### src/rtl/pdcb_pkg.sv
// Package with shared types, constants and helpers for the press duration classifier.
`timescale 1ns / 1ps
`default_nettype none

package pdcb_pkg;

   localparam int COUNT_BITS = 8;
   localparam int CMP_BITS   = (COUNT_BITS > 8) ? COUNT_BITS : 8;
   localparam int ADDR_BITS  = 5;
   localparam int DATA_BITS  = 32;

   localparam logic [COUNT_BITS-1:0] HOLD_MAX = {COUNT_BITS{1'b1}};

   typedef enum logic [1:0] {
      CLS_RELEASED = 2'd0,
      CLS_PRESSED  = 2'd1,
      CLS_MIDDLE   = 2'd2,
      CLS_LONG     = 2'd3
   } class_type;

   typedef enum logic [1:0] {
      MODE_NONE = 2'd0,
      MODE_SLOW = 2'd1,
      MODE_FAST = 2'd2
   } mode_type;

   typedef enum logic [2:0] {
      REG_SAMPLE_PERIOD = 3'd0,
      REG_MIDDLE_THRESH = 3'd1,
      REG_LONG_THRESH   = 3'd2,
      REG_SLOW_PERIOD   = 3'd3,
      REG_FAST_PERIOD   = 3'd4
   } reg_index_type;

   localparam logic [7:0] RST_SAMPLE_PERIOD = 8'd50;
   localparam logic [7:0] RST_MIDDLE_THRESH = 8'd40;
   localparam logic [7:0] RST_LONG_THRESH   = 8'd100;
   localparam logic [7:0] RST_SLOW_PERIOD   = 8'd250;
   localparam logic [7:0] RST_FAST_PERIOD   = 8'd100;

   typedef struct packed {
      logic [7:0] sample_period;
      logic [7:0] middle_threshold;
      logic [7:0] long_threshold;
      logic [7:0] slow_blink_period;
      logic [7:0] fast_blink_period;
   } cfg_type;

   typedef struct packed {
      logic      led_level;
      class_type press_class;
      mode_type  blink_mode;
   } result_type;

   function automatic logic [7:0] blink_reload(mode_type mode, cfg_type cfg);
      logic [7:0] value;
      value = 8'd0;
      unique case (mode)
         MODE_SLOW: value = cfg.slow_blink_period;
         MODE_FAST: value = cfg.fast_blink_period;
         default:   value = 8'd0;
      endcase
      return value;
   endfunction

endpackage

`default_nettype wire

### src/rtl/press_duration_classifier_blinker.sv
// The result register loads at the edge that accepts the tick transaction.
// One tick per cycle unless stalled; the update is a single pass of counter compares.
// A full result register with the result side stalled holds off the request side.
// Synchronous active-high reset restores the default configuration, clears the
// classifier state, loads the sample countdown with its default and empties the output.
`timescale 1ns / 1ps
`default_nettype none

module press_duration_classifier_blinker (
   input  wire logic                           clock,
   input  wire logic                           reset,
   input  wire logic                           req_valid,
   output      logic                           req_stall,
   input  wire logic                           req_button_level,
   output      logic                           rsp_valid,
   input  wire logic                           rsp_stall,
   output      logic                           rsp_led_level,
   output      logic [1:0]                     rsp_press_class,
   output      logic [1:0]                     rsp_blink_mode,
   input  wire logic                           csr_psel,
   input  wire logic                           csr_penable,
   input  wire logic                           csr_pwrite,
   input  wire logic [pdcb_pkg::ADDR_BITS-1:0] csr_paddr,
   input  wire logic [pdcb_pkg::DATA_BITS-1:0] csr_pwdata,
   output      logic [pdcb_pkg::DATA_BITS-1:0] csr_prdata,
   output      logic                           csr_pready
);

   pdcb_pkg::cfg_type     cfg_ff, cfg_in;
   pdcb_pkg::result_type  core_result;
   pdcb_pkg::result_type  rsp_ff;
   logic                  rsp_valid_ff, rsp_valid_in;
   logic                  accept;
   logic                  csr_write;
   pdcb_pkg::reg_index_type csr_index;

   assign csr_pready = 1'b1;
   assign csr_write  = csr_psel && csr_penable && csr_pwrite;
   assign csr_index  = pdcb_pkg::reg_index_type'(csr_paddr[4:2]);

   always_comb begin
      cfg_in = cfg_ff;
      if (csr_write) begin
         unique case (csr_index)
            pdcb_pkg::REG_SAMPLE_PERIOD: cfg_in.sample_period     = csr_pwdata[7:0];
            pdcb_pkg::REG_MIDDLE_THRESH: cfg_in.middle_threshold  = csr_pwdata[7:0];
            pdcb_pkg::REG_LONG_THRESH:   cfg_in.long_threshold    = csr_pwdata[7:0];
            pdcb_pkg::REG_SLOW_PERIOD:   cfg_in.slow_blink_period = csr_pwdata[7:0];
            pdcb_pkg::REG_FAST_PERIOD:   cfg_in.fast_blink_period = csr_pwdata[7:0];
            default: ;
         endcase
      end
   end

   always_comb begin
      csr_prdata = '0;
      unique case (csr_index)
         pdcb_pkg::REG_SAMPLE_PERIOD: csr_prdata[7:0] = cfg_ff.sample_period;
         pdcb_pkg::REG_MIDDLE_THRESH: csr_prdata[7:0] = cfg_ff.middle_threshold;
         pdcb_pkg::REG_LONG_THRESH:   csr_prdata[7:0] = cfg_ff.long_threshold;
         pdcb_pkg::REG_SLOW_PERIOD:   csr_prdata[7:0] = cfg_ff.slow_blink_period;
         pdcb_pkg::REG_FAST_PERIOD:   csr_prdata[7:0] = cfg_ff.fast_blink_period;
         default:                     csr_prdata      = '0;
      endcase
   end

   always_ff @(posedge clock) begin
      if (reset) begin
         cfg_ff.sample_period     <= pdcb_pkg::RST_SAMPLE_PERIOD;
         cfg_ff.middle_threshold  <= pdcb_pkg::RST_MIDDLE_THRESH;
         cfg_ff.long_threshold    <= pdcb_pkg::RST_LONG_THRESH;
         cfg_ff.slow_blink_period <= pdcb_pkg::RST_SLOW_PERIOD;
         cfg_ff.fast_blink_period <= pdcb_pkg::RST_FAST_PERIOD;
      end else begin
         cfg_ff <= cfg_in;
      end
   end

   // A new transaction is taken whenever the result register is empty or drains now.
   assign req_stall = rsp_valid_ff && rsp_stall;
   assign accept    = req_valid && !req_stall;

   pdcb_core u_core (
      .clock        (clock),
      .reset        (reset),
      .step         (accept),
      .button_level (req_button_level),
      .cfg          (cfg_ff),
      .result       (core_result)
   );

   always_comb begin
      rsp_valid_in = rsp_valid_ff;
      if (accept) begin
         rsp_valid_in = 1'b1;
      end else if (rsp_valid_ff && !rsp_stall) begin
         rsp_valid_in = 1'b0;
      end
   end

   always_ff @(posedge clock) begin
      if (reset) begin
         rsp_valid_ff <= 1'b0;
      end else begin
         rsp_valid_ff <= rsp_valid_in;
      end
   end

   always_ff @(posedge clock) begin
      if (accept) begin
         rsp_ff <= core_result;
      end
   end

   assign rsp_valid       = rsp_valid_ff;
   assign rsp_led_level   = rsp_ff.led_level;
   assign rsp_press_class = rsp_ff.press_class;
   assign rsp_blink_mode  = rsp_ff.blink_mode;

   a_stall_needs_result: assert property (@(posedge clock) disable iff (reset)
      req_stall |-> rsp_valid)
      else $error("Request side stalled with an empty result register.");

   a_accept_fills: assert property (@(posedge clock) disable iff (reset)
      (req_valid && !req_stall) |=> rsp_valid)
      else $error("Accepted transaction produced no result.");

   a_released_no_blink: assert property (@(posedge clock) disable iff (reset)
      (rsp_valid && rsp_press_class == pdcb_pkg::CLS_RELEASED) |->
         (rsp_blink_mode == pdcb_pkg::MODE_NONE))
      else $error("Blinking while the button is classified as released.");

   a_reset_empties: assert property (@(posedge clock)
      $past(reset) |-> !rsp_valid)
      else $error("Result register not empty after reset.");

endmodule

`default_nettype wire

### src/rtl/pdcb_core.sv
// Classifier state registers and the per-tick update logic.
`timescale 1ns / 1ps
`default_nettype none

module pdcb_core (
   input  wire logic                 clock,
   input  wire logic                 reset,
   input  wire logic                 step,
   input  wire logic                 button_level,
   input  wire pdcb_pkg::cfg_type    cfg,
   output pdcb_pkg::result_type      result
);

   logic [7:0]                      sample_countdown_ff, sample_countdown_in;
   logic                            was_pressed_ff, was_pressed_in;
   logic [pdcb_pkg::COUNT_BITS-1:0] hold_samples_ff, hold_samples_in;
   pdcb_pkg::class_type             class_ff, class_in;
   pdcb_pkg::mode_type              mode_ff, mode_in;
   logic [7:0]                      blink_countdown_ff, blink_countdown_in;
   logic                            led_ff, led_in;

   always_comb begin
      logic                            pressed_now;
      logic [7:0]                      sample_dec;
      logic [7:0]                      blink_dec;
      logic [pdcb_pkg::CMP_BITS-1:0]   hold_wide;
      logic [pdcb_pkg::CMP_BITS-1:0]   middle_wide;
      logic [pdcb_pkg::CMP_BITS-1:0]   long_wide;
      pressed_now = ~button_level;
      sample_dec  = sample_countdown_ff - 8'd1;

      sample_countdown_in = sample_dec;
      was_pressed_in      = was_pressed_ff;
      hold_samples_in     = hold_samples_ff;
      class_in            = class_ff;
      mode_in             = mode_ff;
      blink_countdown_in  = blink_countdown_ff;
      led_in              = led_ff;

      middle_wide = pdcb_pkg::CMP_BITS'(cfg.middle_threshold);
      long_wide   = pdcb_pkg::CMP_BITS'(cfg.long_threshold);

      if (sample_dec == 8'd0) begin
         sample_countdown_in = cfg.sample_period;
         if (!was_pressed_ff && pressed_now) begin
            class_in        = pdcb_pkg::CLS_PRESSED;
            hold_samples_in = '0;
         end
         if (was_pressed_ff && !pressed_now) begin
            class_in = pdcb_pkg::CLS_RELEASED;
         end
         was_pressed_in = pressed_now;

         hold_wide = pdcb_pkg::CMP_BITS'(hold_samples_in);
         if (class_in != pdcb_pkg::CLS_RELEASED && hold_wide <= long_wide &&
             hold_samples_in != pdcb_pkg::HOLD_MAX) begin
            hold_samples_in = hold_samples_in + 1'b1;
            hold_wide       = pdcb_pkg::CMP_BITS'(hold_samples_in);
            if (hold_wide >= middle_wide) begin
               class_in = pdcb_pkg::CLS_MIDDLE;
            end
            if (hold_wide >= long_wide) begin
               class_in = pdcb_pkg::CLS_LONG;
            end
         end

         if (class_in != class_ff) begin
            unique case (class_in)
               pdcb_pkg::CLS_RELEASED: mode_in = pdcb_pkg::MODE_NONE;
               pdcb_pkg::CLS_PRESSED:  led_in  = ~led_ff;
               pdcb_pkg::CLS_MIDDLE:   mode_in = pdcb_pkg::MODE_SLOW;
               pdcb_pkg::CLS_LONG:     mode_in = pdcb_pkg::MODE_FAST;
            endcase
            if (mode_in != mode_ff) begin
               blink_countdown_in = pdcb_pkg::blink_reload(mode_in, cfg);
            end
         end
      end else begin
         hold_wide = '0;
      end

      // The blinker runs after sampling, on the mode that sampling left.
      blink_dec = blink_countdown_in - 8'd1;
      if (mode_in != pdcb_pkg::MODE_NONE) begin
         if (blink_dec == 8'd0) begin
            led_in             = ~led_in;
            blink_countdown_in = pdcb_pkg::blink_reload(mode_in, cfg);
         end else begin
            blink_countdown_in = blink_dec;
         end
      end

      result.led_level   = led_in;
      result.press_class = class_in;
      result.blink_mode  = mode_in;
   end

   always_ff @(posedge clock) begin
      if (reset) begin
         sample_countdown_ff <= pdcb_pkg::RST_SAMPLE_PERIOD;
         was_pressed_ff      <= 1'b0;
         hold_samples_ff     <= '0;
         class_ff            <= pdcb_pkg::CLS_RELEASED;
         mode_ff             <= pdcb_pkg::MODE_NONE;
         blink_countdown_ff  <= 8'd0;
         led_ff              <= 1'b0;
      end else if (step) begin
         sample_countdown_ff <= sample_countdown_in;
         was_pressed_ff      <= was_pressed_in;
         hold_samples_ff     <= hold_samples_in;
         class_ff            <= class_in;
         mode_ff             <= mode_in;
         blink_countdown_ff  <= blink_countdown_in;
         led_ff              <= led_in;
      end
   end

endmodule

`default_nettype wire
### config.mk
export PLATFORM = sky130hd
export DESIGN_NAME = press_duration_classifier_blinker
export DESIGN_NICKNAME = d
export VERILOG_FILES = /design/src/rtl/pdcb_pkg.sv /design/src/rtl/press_duration_classifier_blinker.sv /design/src/rtl/pdcb_core.sv
export SDC_FILE = /design/constraint.sdc
export NUM_CORES = 1
export LEC_CHECK = 0
export BUFFER_PORTS_ARGS = -buffer_cell sky130_fd_sc_hd__buf_2
export CAP_MARGIN = 20
export CORE_MARGIN = 1.5
export CORE_UTILIZATION = 35
export CTS_BUF_LIST = sky130_fd_sc_hd__clkbuf_8
export DETAILED_ROUTE_END_ITERATION = 10
export GPL_ROUTABILITY_DRIVEN = 0
export PLACE_DENSITY_LB_ADDON = 0.05
export SYNTH_ARGS = -nofsm -noshare
export SYNTH_HDL_FRONTEND = slang
export SYNTH_SLANG_ARGS = --single-unit
### constraint.sdc
create_clock -name clock -period 9.5 [get_ports clock]
set_clock_uncertainty 0.2 [all_clocks]
set_input_delay 1.425 -clock clock [delete_from_list [all_inputs] [get_ports clock]]
set_output_delay 1.425 -clock clock [all_outputs]
set_load 0.02 [all_outputs]
==> flow_summary_export.csv <==
group,metric,value,unit
outcome,status,"finished clean",
synth,syn_inst,687,
pwr,total_power,0.000708,W
cts,clkTransAtPathRegs,0.09,ns
global_route,grt_pass1_vias,4666,
place,hpwl,11500,um
floorplan,rows,45,
synth,synth_edf_count,5,
sta,setup_violations,0,
worst_setup_path,critPathCaptureType,"flip-flop",
floorplan,io_pins,85,
global_route,grt_overflow,0,
sta,worstMarginPinSlew,0.956,ns
detailed_routing,vias_per_cell,5.30,
floorplan,start_util,36.2,%
cts,clockRootBuffer,"clkbuf_8",
synth,synth.avg_cell_area,8.09,sq um
synth,synth_seq_area_share,28.3,%
final_layout,fill_cells,1631,
worst_setup_path,crit_required,9.59,ns
detailed_routing,wl_per_cell,16.7,um
floorplan,die_h,129,um
synth,yosys.area.top_type_share,25.6,%
sta,final-max-slew-violation-count,0,
synth,yosysUniqueCellTypes,73,
pwr,power.density,119,nW/um^2
final_layout,area_delta_synth_final,6.95,%
pwr,p_leak,2.35,nW
pwr,ir_drop,0.0564,mV
detailed_routing,totalWireLength,15300,um
cts,cts_resized,0,
final_layout,final_cell_mix,"nor2_1, dfxtp_1, nand2_1, mux2i_1, a21oi_1",
final_layout,layout.nets,776,
sta,hold_viol_final,0,
cts,clockBufferDepth,2,
synth,ys_ff_latch,76,
place,dp_slack,1.24,ns
synth,async_flop_share,0,%
sta,rsz0062_at_grt,"false",
floorplan,die_area,16600,sq um
cts,numCtsBuffers,9,
cts,ctsHoldBuffers,0,
sta,fin_crit_sh,82.8,%
sta,max_freq,127,MHz
detailed_routing,vias,4841,
detailed_routing,ant_nets,0,
synth,yosysWarningCount,0,
detailed_routing,drtIter0Drc,239,
final_layout,diodes,0,
detailed_routing,first_pass_iters,4,
sta,layout_setup_ws,1.63,ns
final_layout,drive_gt1_share,10.5,%
worst_setup_path,worstSetupPathType,"input pin to flip-flop",
floorplan,core,15400,sq um
synth,yosysTopAreaCell,"dfxtp_1",
global_route,track_usage,19.3,%
global_route,antenna_found_initial,0,
global_route,grt_max_degree,41,
cts,cts_sinks,76,
global_route,grt_pass1_wl,24800,um
final_layout,layout_commonest_cell,"nor2_1",
sta,fin_crit,7.87,ns
min_path,min_path_type,"flip-flop to flip-flop",
worst_setup_path,cp_max_fo,9,
sta,tns,0,ns
detailed_routing,drcViolationCount,0,
synth,ys.flop_type,"dfxtp_1",
final_layout,multi_input_area,3600,sq um
cts,post_cts_buffers,0,
cts,insertion_delay,0.39,ns
cts,htreeDepth,3,
sta,slew_headroom,36.1,%
cts,tritoncts,"done",
worst_setup_path,start_kind,"input pin",
worst_setup_path,cp.arrival,7.96,ns
flow_run,drv_cap,0,
synth,synthTopCellsByArea,"dfxtp_1, mux2i_1, ha_1, nor2_1, nand2_1",
place,io_buffers,33,
final_layout,seq_area,1570,sq um
floorplan,die_x,129,um
synth,synthesis.area,5560,sq um
==> flip-flops by register name (all words and copies together), names as in the netlist <==
name,flops
cfg_ff,40
u_core.blink_countdown_ff,8
u_core.hold_samples_ff,8
u_core.sample_countdown_ff,8
rsp_blink_mode,2
rsp_press_class,2
u_core.class_ff,2
u_core.mode_ff,2
rsp_led_level,1
rsp_valid,1
u_core.led_ff,1
u_core.was_pressed_ff,1
==> worst paths after layout <==
| check | cells past startpoint | start | end | slack, ns |
|---|---|---|---|---|
| max | 25 | req_button_level | u_core.blink_countdown_ff[1] | 1.63 |
| max reg2reg | 24 | u_core.was_pressed_ff | u_core.blink_countdown_ff[1] | 2.38 |
| min | 2 | cfg_ff[38] | u_core.sample_countdown_ff[6] | 0.30 |
| min reg2reg | 2 | cfg_ff[38] | u_core.sample_countdown_ff[6] | 0.30 |
==> area by class of cell <==
type                    instances  area share (%)
inverters                      31            1.96
well taps                     211            4.44
repair buffers                 38            3.41
clock inverters                 6           0.905
multi-input cells             541            60.5
flip-flops and latches         76            26.4
clock buffers                  10            2.31
==> cells in the mapped netlist (all sizes together) (5+ instances only) <==
master  count
edfxtp      5
o22ai       7
nand3      17
nand2b      7
o211ai      7
dfxtp      71
o21ai      40
ha         34
nand2      62
and3        9
clkbuf     30
a22o        7
buf        32
a31oi       9
nor3       20
nor4        7
a211oi      8
inv        31
a21oi      45
mux2i      57
nor2       76
xnor2      15
o21a        8
and2       10
a22oi      11
xor2       10
==> critical path, stage by stage <==
cell	delay [ns]
buf_2	0.12
or2_1	0.26
and2_0	0.34
nand3_1	0.25
or3_1	0.36
a21oi_1	0.30
ha_1	0.21
nand4_1	0.08
o31ai_1	0.60
nor2_1	0.22
o31ai_4	0.38
o21a_1	0.25
inv_1	0.06
ha_1	0.28
a22oi_1	0.34
nor2_1	0.11
mux2i_1	0.25
ha_1	0.27
inv_1	0.08
a211oi_1	0.22
nor3_1	0.08
or3b_1	0.48
nor4_4	0.44
mux2i_1	0.18
a2111oi_2	0.36
==> where the power goes <==
part | internal, W | total [W] | switching (W)
combinational | 0.0000384 | 0.000112 | 0.0000737
sequential | 0.000330 | 0.000340 | 0.0000101
clock | 0.000107 | 0.000256 | 0.000149
total | 0.000475 | 0.000708 | 0.000233
==> logic make-up after synthesis <==
logic type / share of synthesized area [%]
simple gates: 20.9
compound gates: 19.8
buf+inv: 8.53
flops: 28.3
mux: 10.7
fa+ha+maj: 7.65
xor+xnor: 3.94
other cells: 0.135
==> routing by layer <==
layer	part of all wire [%]	routed length [um]	global-route usage (%)	vias to the layer above
li1	-	-	-	2423
met1	49	7440	25.8	2317
met2	46	7010	32.1	82
met3	3.8	577	2.81	19
met4	1.7	258	6.48	0
met5	0	0	0	-
==> through the flow <==
stage / cells / util, % / area [sq um] / hold slack [ns]
after floorplan: 710 / - / 5650 / 0.239
after global placement: 897 / 37.4 / 5750 / 0.284
after detailed placement: 897 / 37.4 / 5750 / 0.285
after CTS: 913 / 38.7 / 5950 / 0.302
after global routing: 913 / 38.7 / 5950 / 0.352
final: 913 / 38.7 / 5950 / 0.304
Note: power is estimated with default switching activity, not from simulation.
